`src/sv/sha256_block_hash_defines.svh`:
```
// ----------------------------------------------------------------------------
// SHA-256 block hash assertion macros
// Shared property wrappers for the concurrent checks in the RTL.
// ----------------------------------------------------------------------------
`ifndef SHA256_BLOCK_HASH_DEFINES_SVH
`define SHA256_BLOCK_HASH_DEFINES_SVH

// same-cycle implication, disabled during reset
`define SHA256_ASSERT_SAME(label, clk, rst, ante, cons) \
   label: assert property (@(posedge clk) disable iff (rst) (ante) |-> (cons)) \
      else $error("sha256 check failed");

// next-cycle implication, disabled during reset
`define SHA256_ASSERT_NEXT(label, clk, rst, ante, cons) \
   label: assert property (@(posedge clk) disable iff (rst) (ante) |=> (cons)) \
      else $error("sha256 check failed");

`endif

```
`src/sv/sha256_pkg.sv`:
```
// ----------------------------------------------------------------------------
// SHA-256 package
// Constants, types and round functions shared by the SHA-256 engine.
// ----------------------------------------------------------------------------
package sha256_pkg;

   localparam int WordW    = 32;
   localparam int Rounds   = 64;
   localparam int BlockW   = 16;
   localparam int DigestW  = 8;

   localparam logic [31:0] RoundK [Rounds] = '{
      32'h428a2f98, 32'h71374491, 32'hb5c0fbcf, 32'he9b5dba5,
      32'h3956c25b, 32'h59f111f1, 32'h923f82a4, 32'hab1c5ed5,
      32'hd807aa98, 32'h12835b01, 32'h243185be, 32'h550c7dc3,
      32'h72be5d74, 32'h80deb1fe, 32'h9bdc06a7, 32'hc19bf174,
      32'he49b69c1, 32'hefbe4786, 32'h0fc19dc6, 32'h240ca1cc,
      32'h2de92c6f, 32'h4a7484aa, 32'h5cb0a9dc, 32'h76f988da,
      32'h983e5152, 32'ha831c66d, 32'hb00327c8, 32'hbf597fc7,
      32'hc6e00bf3, 32'hd5a79147, 32'h06ca6351, 32'h14292967,
      32'h27b70a85, 32'h2e1b2138, 32'h4d2c6dfc, 32'h53380d13,
      32'h650a7354, 32'h766a0abb, 32'h81c2c92e, 32'h92722c85,
      32'ha2bfe8a1, 32'ha81a664b, 32'hc24b8b70, 32'hc76c51a3,
      32'hd192e819, 32'hd6990624, 32'hf40e3585, 32'h106aa070,
      32'h19a4c116, 32'h1e376c08, 32'h2748774c, 32'h34b0bcb5,
      32'h391c0cb3, 32'h4ed8aa4a, 32'h5b9cca4f, 32'h682e6ff3,
      32'h748f82ee, 32'h78a5636f, 32'h84c87814, 32'h8cc70208,
      32'h90befffa, 32'ha4506ceb, 32'hbef9a3f7, 32'hc67178f2
   };

   localparam logic [31:0] InitHash [DigestW] = '{
      32'h6a09e667, 32'hbb67ae85, 32'h3c6ef372, 32'ha54ff53a,
      32'h510e527f, 32'h9b05688c, 32'h1f83d9ab, 32'h5be0cd19
   };

   typedef logic [WordW-1:0] word_type;

   typedef enum logic [1:0] {
      ST_COLLECT,
      ST_ROUND,
      ST_FOLD,
      ST_EMIT
   } state_type;

   typedef struct packed {
      logic       load_word;
      logic       start_rounds;
      logic       do_round;
      logic [5:0] round_idx;
      logic       fold;
      logic       restore_iv;
      logic [2:0] emit_idx;
   } cmd_type;

   function automatic word_type rotr(input word_type x, input int n);
      rotr = (x >> n) | (x << (WordW - n));
   endfunction

   function automatic word_type big_sigma0(input word_type x);
      big_sigma0 = rotr(x, 2) ^ rotr(x, 13) ^ rotr(x, 22);
   endfunction

   function automatic word_type big_sigma1(input word_type x);
      big_sigma1 = rotr(x, 6) ^ rotr(x, 11) ^ rotr(x, 25);
   endfunction

   function automatic word_type small_sigma0(input word_type x);
      small_sigma0 = rotr(x, 7) ^ rotr(x, 18) ^ (x >> 3);
   endfunction

   function automatic word_type small_sigma1(input word_type x);
      small_sigma1 = rotr(x, 17) ^ rotr(x, 19) ^ (x >> 10);
   endfunction

endpackage

```
`src/sv/sha256_if.sv`:
```
// ----------------------------------------------------------------------------
// SHA-256 stream interfaces
// Valid/ready channels for message words in and digest words out.
// ----------------------------------------------------------------------------
interface sha256_req_if;
   logic                 valid;
   logic                 ready;
   sha256_pkg::word_type message_word;
   logic                 final_block;

   modport source (output valid, output message_word, output final_block, input ready);
   modport sink   (input valid, input message_word, input final_block, output ready);
endinterface

interface sha256_rsp_if;
   logic                 valid;
   logic                 ready;
   sha256_pkg::word_type digest_word;
   logic [2:0]           word_position;
   logic                 last_word;

   modport source (output valid, output digest_word, output word_position,
                   output last_word, input ready);
   modport sink   (input valid, input digest_word, input word_position,
                   input last_word, output ready);
endinterface

```
`src/sv/sha256_block_hash.sv`:
```
// ----------------------------------------------------------------------------
// SHA-256 block hash
// Takes padded message words sixteen to a block, compresses each block into
// the chaining state and returns the eight digest words after a final block.
// A block takes 16 word transfers, then 64 rounds (one round a cycle in the
// single round unit) and a fold into the chaining state in the fold state.
// No words are taken during the rounds. After a final block the eight digest
// words follow, one transfer each, and the next message starts from the
// initial hash values.
// ----------------------------------------------------------------------------
module sha256_block_hash (
   input logic         clock,
   input logic         reset,
   sha256_req_if.sink  req_bus,
   sha256_rsp_if.source rsp_bus
);

   sha256_pkg::cmd_type cmd;

   sha256_ctrl u_ctrl (
      .clock     (clock),
      .reset     (reset),
      .req_valid (req_bus.valid),
      .req_final (req_bus.final_block),
      .req_ready (req_bus.ready),
      .rsp_valid (rsp_bus.valid),
      .rsp_ready (rsp_bus.ready),
      .cmd       (cmd)
   );

   sha256_dp u_dp (
      .clock         (clock),
      .reset         (reset),
      .cmd           (cmd),
      .message_word  (req_bus.message_word),
      .digest_word   (rsp_bus.digest_word),
      .word_position (rsp_bus.word_position),
      .last_word     (rsp_bus.last_word)
   );

endmodule

```
`src/sv/sha256_ctrl.sv`:
```
// ----------------------------------------------------------------------------
// SHA-256 controller
// Sequences word collection, 64 rounds, chaining fold and digest output.
// ----------------------------------------------------------------------------
`include "sha256_block_hash_defines.svh"

module sha256_ctrl (
   input  logic                clock,
   input  logic                reset,
   input  logic                req_valid,
   input  logic                req_final,
   output logic                req_ready,
   output logic                rsp_valid,
   input  logic                rsp_ready,
   output sha256_pkg::cmd_type cmd
);

   sha256_pkg::state_type state_ff, state_in;
   logic [3:0] word_cnt_ff, word_cnt_in;
   logic [5:0] round_cnt_ff, round_cnt_in;
   logic [2:0] emit_cnt_ff, emit_cnt_in;
   logic       final_ff, final_in;
   logic       req_xfer, rsp_xfer;

   assign req_ready = (state_ff == sha256_pkg::ST_COLLECT);
   assign rsp_valid = (state_ff == sha256_pkg::ST_EMIT);
   assign req_xfer  = req_valid & req_ready;
   assign rsp_xfer  = rsp_valid & rsp_ready;

   always_comb begin
      state_in = state_ff;
      case (state_ff)
         sha256_pkg::ST_COLLECT: begin
            if (req_xfer && word_cnt_ff == 4'd15) state_in = sha256_pkg::ST_ROUND;
         end
         sha256_pkg::ST_ROUND: begin
            if (round_cnt_ff == 6'd63) state_in = sha256_pkg::ST_FOLD;
         end
         sha256_pkg::ST_FOLD: begin
            state_in = final_ff ? sha256_pkg::ST_EMIT : sha256_pkg::ST_COLLECT;
         end
         sha256_pkg::ST_EMIT: begin
            if (rsp_xfer && emit_cnt_ff == 3'd7) state_in = sha256_pkg::ST_COLLECT;
         end
         default: state_in = sha256_pkg::ST_COLLECT;
      endcase
   end

   always_comb begin
      word_cnt_in  = word_cnt_ff;
      round_cnt_in = round_cnt_ff;
      emit_cnt_in  = emit_cnt_ff;
      final_in     = final_ff;
      cmd          = '0;
      cmd.round_idx = round_cnt_ff;
      cmd.emit_idx  = emit_cnt_ff;
      case (state_ff)
         sha256_pkg::ST_COLLECT: begin
            if (req_xfer) begin
               cmd.load_word = 1'b1;
               word_cnt_in   = word_cnt_ff + 4'd1;
               if (word_cnt_ff == 4'd15) begin
                  cmd.start_rounds = 1'b1;
                  final_in         = req_final;
                  round_cnt_in     = '0;
               end
            end
         end
         sha256_pkg::ST_ROUND: begin
            cmd.do_round = 1'b1;
            round_cnt_in = round_cnt_ff + 6'd1;
         end
         sha256_pkg::ST_FOLD: begin
            cmd.fold    = 1'b1;
            emit_cnt_in = '0;
         end
         sha256_pkg::ST_EMIT: begin
            if (rsp_xfer) begin
               emit_cnt_in = emit_cnt_ff + 3'd1;
               if (emit_cnt_ff == 3'd7) cmd.restore_iv = 1'b1;
            end
         end
         default: ;
      endcase
   end

   always_ff @(posedge clock) begin
      if (reset) begin
         state_ff     <= sha256_pkg::ST_COLLECT;
         word_cnt_ff  <= '0;
         round_cnt_ff <= '0;
         emit_cnt_ff  <= '0;
         final_ff     <= 1'b0;
      end else begin
         state_ff     <= state_in;
         word_cnt_ff  <= word_cnt_in;
         round_cnt_ff <= round_cnt_in;
         emit_cnt_ff  <= emit_cnt_in;
         final_ff     <= final_in;
      end
   end

   `SHA256_ASSERT_NEXT(a_block_starts_rounds, clock, reset,
      req_xfer && word_cnt_ff == 4'd15,
      state_ff == sha256_pkg::ST_ROUND && round_cnt_ff == 6'd0 && word_cnt_ff == 4'd0)
   `SHA256_ASSERT_NEXT(a_last_round_folds, clock, reset,
      state_ff == sha256_pkg::ST_ROUND && round_cnt_ff == 6'd63,
      state_ff == sha256_pkg::ST_FOLD)
   `SHA256_ASSERT_SAME(a_no_overlap, clock, reset, rsp_valid, !req_ready)
   `SHA256_ASSERT_NEXT(a_emit_done, clock, reset,
      rsp_xfer && emit_cnt_ff == 3'd7,
      state_ff == sha256_pkg::ST_COLLECT && word_cnt_ff == 4'd0)

endmodule

```
`src/sv/sha256_dp.sv`:
```
// ----------------------------------------------------------------------------
// SHA-256 datapath
// Schedule window, working variables, round unit and chaining state.
// ----------------------------------------------------------------------------
module sha256_dp (
   input  logic                 clock,
   input  logic                 reset,
   input  sha256_pkg::cmd_type  cmd,
   input  sha256_pkg::word_type message_word,
   output sha256_pkg::word_type digest_word,
   output logic [2:0]           word_position,
   output logic                 last_word
);

   sha256_pkg::word_type sched_ff [sha256_pkg::BlockW];
   sha256_pkg::word_type work_ff  [sha256_pkg::DigestW];
   sha256_pkg::word_type chain_ff [sha256_pkg::DigestW];
   sha256_pkg::word_type expand, t1, t2;

   always_comb begin
      expand = sched_ff[0] + sha256_pkg::small_sigma0(sched_ff[1]) + sched_ff[9]
             + sha256_pkg::small_sigma1(sched_ff[14]);
      t1 = work_ff[7] + sha256_pkg::big_sigma1(work_ff[4])
         + ((work_ff[4] & work_ff[5]) ^ (~work_ff[4] & work_ff[6]))
         + sha256_pkg::RoundK[cmd.round_idx] + sched_ff[0];
      t2 = sha256_pkg::big_sigma0(work_ff[0])
         + ((work_ff[0] & work_ff[1]) ^ (work_ff[0] & work_ff[2])
            ^ (work_ff[1] & work_ff[2]));
   end

   // schedule window: entry 0 is the word for the current round
   always_ff @(posedge clock) begin
      if (cmd.load_word || cmd.do_round) begin
         for (int i = 0; i < sha256_pkg::BlockW - 1; i++) sched_ff[i] <= sched_ff[i+1];
         sched_ff[sha256_pkg::BlockW-1] <= cmd.load_word ? message_word : expand;
      end
   end

   always_ff @(posedge clock) begin
      if (cmd.start_rounds) begin
         for (int i = 0; i < sha256_pkg::DigestW; i++) work_ff[i] <= chain_ff[i];
      end else if (cmd.do_round) begin
         work_ff[0] <= t1 + t2;
         work_ff[1] <= work_ff[0];
         work_ff[2] <= work_ff[1];
         work_ff[3] <= work_ff[2];
         work_ff[4] <= work_ff[3] + t1;
         work_ff[5] <= work_ff[4];
         work_ff[6] <= work_ff[5];
         work_ff[7] <= work_ff[6];
      end
   end

   always_ff @(posedge clock) begin
      if (reset || cmd.restore_iv) begin
         for (int i = 0; i < sha256_pkg::DigestW; i++) chain_ff[i] <= sha256_pkg::InitHash[i];
      end else if (cmd.fold) begin
         for (int i = 0; i < sha256_pkg::DigestW; i++) chain_ff[i] <= chain_ff[i] + work_ff[i];
      end
   end

   assign digest_word   = chain_ff[cmd.emit_idx];
   assign word_position = cmd.emit_idx;
   assign last_word     = (cmd.emit_idx == 3'd7);

endmodule

```
`src/flat_wrapper.sv`:
```
// flat-port wrapper written by rule: the top's interface ports become plain ports
module sha256_block_hash_flat 
  (clock, reset, req_bus_valid, req_bus_message_word, req_bus_final_block, req_bus_ready, rsp_bus_valid, rsp_bus_digest_word, rsp_bus_word_position, rsp_bus_last_word, rsp_bus_ready);
  sha256_req_if req_bus_i ();
  sha256_rsp_if rsp_bus_i ();
  input logic clock;
  input logic reset;
  input wire logic [$bits(req_bus_i.valid)-1:0] req_bus_valid;
  input wire logic [$bits(req_bus_i.message_word)-1:0] req_bus_message_word;
  input wire logic [$bits(req_bus_i.final_block)-1:0] req_bus_final_block;
  output wire logic [$bits(req_bus_i.ready)-1:0] req_bus_ready;
  output wire logic [$bits(rsp_bus_i.valid)-1:0] rsp_bus_valid;
  output wire logic [$bits(rsp_bus_i.digest_word)-1:0] rsp_bus_digest_word;
  output wire logic [$bits(rsp_bus_i.word_position)-1:0] rsp_bus_word_position;
  output wire logic [$bits(rsp_bus_i.last_word)-1:0] rsp_bus_last_word;
  input wire logic [$bits(rsp_bus_i.ready)-1:0] rsp_bus_ready;
  assign req_bus_i.valid = req_bus_valid;
  assign req_bus_i.message_word = req_bus_message_word;
  assign req_bus_i.final_block = req_bus_final_block;
  assign req_bus_ready = req_bus_i.ready;
  assign rsp_bus_valid = rsp_bus_i.valid;
  assign rsp_bus_digest_word = rsp_bus_i.digest_word;
  assign rsp_bus_word_position = rsp_bus_i.word_position;
  assign rsp_bus_last_word = rsp_bus_i.last_word;
  assign rsp_bus_i.ready = rsp_bus_ready;
  sha256_block_hash u_core (.clock(clock), .reset(reset), .req_bus(req_bus_i), .rsp_bus(rsp_bus_i));
endmodule
```
`config.mk`:
```
export PLATFORM = sky130hd
export DESIGN_NAME = sha256_block_hash_flat
export DESIGN_NICKNAME = d
export VERILOG_FILES = /design/src/sv/sha256_pkg.sv /design/src/sv/sha256_if.sv /design/src/sv/sha256_block_hash.sv /design/src/sv/sha256_ctrl.sv /design/src/sv/sha256_dp.sv /design/src/flat_wrapper.sv
export VERILOG_INCLUDE_DIRS = /design/src /design/src/sv
export SDC_FILE = /design/constraint.sdc
export NUM_CORES = 2
export LEC_CHECK = 0
export BUFFER_PORTS_ARGS = -buffer_cell sky130_fd_sc_hd__buf_2
export CAP_MARGIN = 20
export CORE_MARGIN = 5
export CORE_UTILIZATION = 40
export CTS_CLUSTER_DIAMETER = 150
export CTS_CLUSTER_SIZE = 8
export DETAILED_ROUTE_END_ITERATION = 10
export GPL_ROUTABILITY_DRIVEN = 0
export HOLD_SLACK_MARGIN = 0.15
export PLACE_DENSITY_LB_ADDON = 0.15
export SLEW_MARGIN = 20
export SYNTH_ARGS = -nofsm -noshare
export SYNTH_HDL_FRONTEND = slang
export SYNTH_HIERARCHICAL = 1
export SYNTH_SLANG_ARGS = --single-unit
```
`constraint.sdc`:
```
create_clock -name clock -period 7.8 [get_ports clock]
set_input_delay 0 -clock clock [delete_from_list [all_inputs] [get_ports clock]]
set_output_delay 0 -clock clock [all_outputs]
set_load 0.1 [all_outputs]
```
# --- Word level (Yosys, flattened, before mapping) ---
# Memory sizes are Yosys's and may differ from the RTL's. A register that Yosys moved wholly into a read port is not among the register bits.
# Index checks and enable logic that the tools add are counted.
word_totals:
  ff_bits: 16
  latch_bits: 0
  mem_bits_rw: 1024
  mem_bits_ro: 2048
  in_bits: 37
  out_inout_bits: 38
  elab_cells: 152
  n_memories: 4
classes:
  n_addsub: 21
  mul: 0
  div: 0
  n_lt_le_gt_ge: 1
  n_eq_ne: 12
  n_shift: 0
  n_mux: 51
  bitwise_logic: 46
  reduce_logical: 12
memory_table:
  columns: ["memory", "depth", "word_bits", "rd", "rd_ports_with_merged_regs", "write_ports", "line", "rtl"]
  rows:
  - ["(no name shown)", 64, 32, 1, 0, 0, "sha256_dp.sv:25", "+ sha256_pkg::RoundK[cmd.round_idx] + sched_ff[0];"]
  - ["u_core.u_dp.sched_ff", 16, 32, 16, 0, 16, "sha256_dp.sv:15", "sha256_pkg::word_type sched_ff [sha256_pkg::BlockW];"]
  - ["u_core.u_dp.chain_ff", 8, 32, 9, 1, 8, "sha256_dp.sv:17", "sha256_pkg::word_type chain_ff [sha256_pkg::DigestW];"]
  - ["u_core.u_dp.work_ff", 8, 32, 8, 0, 8, "sha256_dp.sv:16", "sha256_pkg::word_type work_ff [sha256_pkg::DigestW];"]
op_table:
  columns: ["op", "n"]
  rows:
  - ["32-bit 2-to-1 mux", 19]
  - ["32-bit adder", 18]
  - ["32-bit XOR", 9]
  - ["32-bit bitwise AND", 5]
  - ["32-bit NOT", 1]
  - ["10-bit by 32-bit bitwise OR with 32-bit output", 1]
  - ["13-bit by 32-bit bitwise OR with 32-bit output", 1]
  - ["14-bit by 32-bit bitwise OR with 32-bit output", 1]
  - ["15-bit by 32-bit bitwise OR with 32-bit output", 1]
  - ["19-bit by 32-bit bitwise OR with 32-bit output", 1]
  - ["21-bit by 32-bit bitwise OR with 32-bit output", 1]
  - ["25-bit by 32-bit bitwise OR with 32-bit output", 1]
  - ["26-bit by 32-bit bitwise OR with 32-bit output", 1]
  - ["30-bit by 32-bit bitwise OR with 32-bit output", 1]
  - ["7-bit by 32-bit bitwise OR with 32-bit output", 1]
  - ["32-bit by 22-bit XOR with 32-bit output", 1]
  - ["32-bit by 29-bit XOR with 32-bit output", 1]
  - ["1-bit 2-to-1 mux", 18]
  - ["1-bit bitwise OR", 16]
  - ["2-bit 2-to-1 mux", 6]
  - ["6-bit 2-to-1 mux", 2]
  - ["6-bit case mux with 2 select lines", 1]
  - ["2-bit by 1-bit inequality test with 1-bit output, second input constant", 5]
  - ["3-bit 2-to-1 mux", 3]
  - ["other kinds (20)", 28]

# --- Depth between registers and ports, before layout ---
depth:
  depth_word: 9
  depth_mapped: 40
  depth_no_buf: 39

# --- By module ---
# The synthesis kept the hierarchy.
by_module_without_submodules:
  columns: ["module", "n_inst", "cells_each", "area_each_um2", "seq_area_each_um2"]
  rows:
  - ["sha256_dp", 1, 5845, 65206.3, 30749.5]
  - ["sha256_ctrl", 1, 98, 824.5, 320.3]

# --- Least setup slack after synthesis ---
# No wires, ideal clock.
synth_timing:
  kind: "reg-to-reg"
  startpoint: "reg u_core.u_ctrl.round_cnt_ff[1]"
  endpoint: "mem u_core/u_dp/work_ff[0][31] in the netlist's numbering (data pin)"
  setup_time_ns: 0.264
  t_arrival_ns: 8.251
  required_time_ns: 7.536
  path_slack_ns: -0.716
  stages_incl_launch_ff: 37
  path_buffers: 2
  synth_period_minus_slack_ns: 8.516
  path_cell_list: "dfxtp_1 clkinv_1 ha_1 clkbuf_1 and2_1 nor2_1 mux4_2 nand2_1 o21ai_0 fa_1 fa_1 inv_1 fa_1 inv_1 ha_1 o21a_1 o21ai_0 a21oi_1 or3b_2 a31oi_1 o21bai_1 a21oi_1 xor2_1 fa_1 inv_1 ha_1 clkbuf_1 a21o_1 a21o_1 a21o_1 a21oi_1 nor2_1 nor2_1 a21oi_1 or3b_1 xnor3_1 o21ai_1"
synth_rtl:
  columns: ["element", "line", "rtl"]
  rows:
  - ["from (decl)", "sha256_ctrl.sv:20", "logic [5:0] round_cnt_ff, round_cnt_in;"]
  - ["from (signal assigned)", "sha256_ctrl.sv:97", "round_cnt_ff <= round_cnt_in;"]
  - ["to (decl)", "sha256_dp.sv:16", null]

==> results by group <==
Status
  • Status: finished with violations
  • Violated checks: setup timing

Routing
  • DR vias: roughly 49,000
  • First-pass DRT Iterations: 10
  • Vias per cell: roughly 5.6
  • Post-route ant nets: 0
  • Post-DR wirelength/cell: ~25 um
  • Starting DRT DRC Count: around 4,800
  • # DRC: 0
  • Final wirelength: 218 mm

CTS
  • Max clock buf depth: 3
  • Clock sink count: between 1,000 and 1,500
  • CTS H-Tree Depth: 4
  • CTS tree: done
  • Clock-pin slew on the worst setup and hold paths: roughly 0.06 ns
  • Clock insertion delay at the later pin of the skew report: 0.81 ns
  • TritonCTS Buffers: ~150
  • CTS root buffer: clkbuf_16

Critical path
  • CP startpoint kind: register
  • CP max stage delay: just over 0.5 ns
  • Crit end category: register
  • Path depth of the worst reg2reg path: 36
  • Crit path DAT: between 8 and 9 ns
  • FF-to-FF setup slack: -0.25 ns
  • Worst EP required: 8.44 ns
  • Worst setup path class: register to register
  • Critical Path Fanout Max: 8
  • Slowest stage cell, crit path: fa_1
  • Cell mode on critical path: buf_4

Floorplanning
  • CORE AREA: about 160,000 um2
  • Initial Util: approximately two fifths
  • Die H: about 420 um
  • Die Span X: 416 um
  • Row count: 149
  • Die ar.: approximately 170,000 um2
  • # IOs: 75

Logic synthesis
  • Synth Flop Type: edfxtp_1
  • Sequential element share of the synthesized area: between 40% and 50%
  • Synth Area in Adders: between 10% and 20%
  • Mux contribution to synthesized area: a little under 5%
  • Post-Syn Nets: around 6,600
  • Post-Synthesis Cells: a little under 6,000
  • Number of enable flip-flop cells after synthesis: between 1,000 and 1,500
  • Number of distinct library cells after synthesis: 102
  • Yosys warning count: 6
  • Post-synthesis xor/xnor area fraction: ~7.0%
  • Number of synthesized register bits: roughly 1,000
  • Largest family of logic cells by synthesized area: adder cells
  • Compound-Gate Fraction of Synth Area: a little over an eighth
  • Async set-or-reset flop fraction in the synthesized netlist: 0%
  • Syn_area_per_cell: ~11 um2
  • Cell area after synthesis: between 60,000 and 70,000 um2
  • Simple-Gate Fraction of Synth Area: a little over a tenth

Hold path
  • Hold Path Class: primary input to register
  • Hold path cells: 5

Global routing
  • Total GRT Usage: between 20% and 30%
  • First-pass GRT wire length: between 300 and 400 mm
  • Initial antenna violation count: 2
  • Overflow after GRT: 0
  • Vias in the first global route: about 48,000
  • Largest net degree at the start of global routing: 191

Layout
  • Commonest non-fill, non-tap cells in the layout: 1,024 x edfxtp_1, 780 x nand2_1, 523 x buf_4, 372 x ha_1, 335 x inv_1
  • Final nets: 7,167
  • Area Overhead vs Synth: 19.1%
  • Commonest non-fill, non-tap cell in the layout: edfxtp_1
  • Number of fill cells: approximately 15,000
  • Non-filler cells in the finished layout: roughly 8,800
  • Area of the multi-input gates: 33,800 um2
  • Ant diodes: 0
  • Final Util: between 40 and 50%
  • Storage element area: 31,100 um2
  • Layout cells sized above 1: around a fifth

Timing
  • F_max: between 0.1 and 0.15 GHz
  • Final number of setup-violating endpoints: 9
  • Clock skew: ~0.044 ns
  • RSZ-0062 raised after global routing: yes
  • Part of the cycle the worst path needs: 103%
  • Setup ws final: -0.246 ns
  • Slew Limit Fails: 0
  • Final Hold Fails: 0
  • Worst Max-Slew Pin Slew: ~1.1 ns
  • Max-slew headroom at the worst pin: between 20% and 30%
  • Fin crit period: roughly 8.0 ns

Placed design
  • Post-DP HPWL: approximately 160 mm
  • IO buf count: 74
  • Dpl cells: roughly 8,500

Power and ir drop
  • VDD IR max: ~0.00036 V
  • Pwr per Cell Area: ~240 nW/um2
  • Leak Pwr: between 30 and 40 nW

Job
  • Max-cap violations: 0
==> repair_timing <==
action,CTS,global route
pin swaps,105,83
buffers inserted,21,5
hold buffers,73,0
setup endpoints to repair,32,32
endpoints found under the hold margin,68,0
gates resized for setup,179,96
==> state kept, by name (all words and copies together) (netlist names) <==
name,flops
u_core/u_dp/sched_ff,512
u_core/u_ctrl/final_ff,1
u_core/u_dp/chain_ff,256
u_core/u_ctrl/emit_cnt_ff,3
u_core/u_dp/work_ff,256
u_core/u_ctrl/state_ff,2
u_core/u_ctrl/round_cnt_ff,6
u_core/u_ctrl/word_cnt_ff,4
==> critical path, delay by kind of cell (launching register included) <==
kind            cells  cell delay, ns
flops               1            0.36
buf+inv             8            0.99
compound gates     13            2.39
xor+xnor            2            0.41
fa+ha+maj           7            2.59
simple gates        6            1.13
==> kinds of logic (layout without fill, tap and decap cells) <==
group                      Yosys count  after routing
DFF                               1040           1040
xor gates and xnor gates           528            528
adders and majority gates          589            589
buffers and inverters              601           1224
muxes                              218            218
and+or+nand+nor                   1601           1601
AOI/OAI and AO/OA                 1366           1366
==> path summary, 6_finish.rpt <==
kind                                              start                                         to
max          u_core/u_ctrl/round_cnt_ff[1]$_SDFFE_PP0P_       u_core/u_dp/work_ff[0][31]$_DFFE_PP_
min                                       rsp_bus_ready  u_core/u_ctrl/emit_cnt_ff[0]$_SDFFE_PP0P_
max reg2reg  u_core/u_ctrl/round_cnt_ff[1]$_SDFFE_PP0P_       u_core/u_dp/work_ff[0][31]$_DFFE_PP_
min reg2reg      u_core/u_dp/sched_ff[0][128]$_DFFE_PP_      u_core/u_dp/sched_ff[0][96]$_DFFE_PP_
==> cell type report <==
| class | count | share of cell area [%] |
|---|---|---|
| clock buffers | 155 | 4.75 |
| clock inverters | 16 | 0.520 |
| inverters | 352 | 1.69 |
| multi-input cells | 4302 | 43.0 |
| flip-flops and latches | 1040 | 39.5 |
| well taps | 2189 | 3.48 |
| repair buffers | 701 | 7.02 |
==> metal layers <==
layer	vias to the layer above	GRT usage (%)	wire length, um
met4	0	8.59	8260
li1	22700	-	-
met1	24400	32.6	92400
met2	1835	40.5	103000
met5	-	0	0
met3	396	4.39	14600
==> synthesized netlist by cell type (all sizes together), types with 120 or more instances <==
cell,number,area share [%]
xnor2,341,4.5
inv,349,2.0
a21o,202,2.3
nand2,787,4.5
a21oi,345,2.6
ha,390,7.4
nor2,293,1.7
clkbuf,211,1.2
xor2,185,2.5
edfxtp,1024,47
o21ai,355,2.7
fa,195,5.9
mux2,120,2.0
==> power breakdown <==
group / internal (W) / switching (W)
registers: 0.00667 / 0.000291
clock network: 0.00342 / 0.00254
logic: 0.00254 / 0.00335
total: 0.0126 / 0.00618
==> stage by stage <==
| step | worst slack (ns) | power (W) | area (um2) | TNS [ns] | hold slack [ns] |
|---|---|---|---|---|---|
| detailed placement | -1.05 | 0.0127 | 72400 | -13.87 | 0.281 |
| global route | -0.569 | 0.0198 | 78700 | -6.34 | 0.266 |
| CTS | -0.306 | 0.0189 | 78200 | -1.91 | 0.155 |
| finish | -0.246 | 0.0188 | 78700 | -1.04 | 0.221 |
| global placement | -0.945 | 0.0126 | 72400 | -13.34 | 0.277 |
| floorplan | -0.222 | 0.0109 | 66100 | -0.263 | 0.164 |
(Power assumes the default switching activity.)
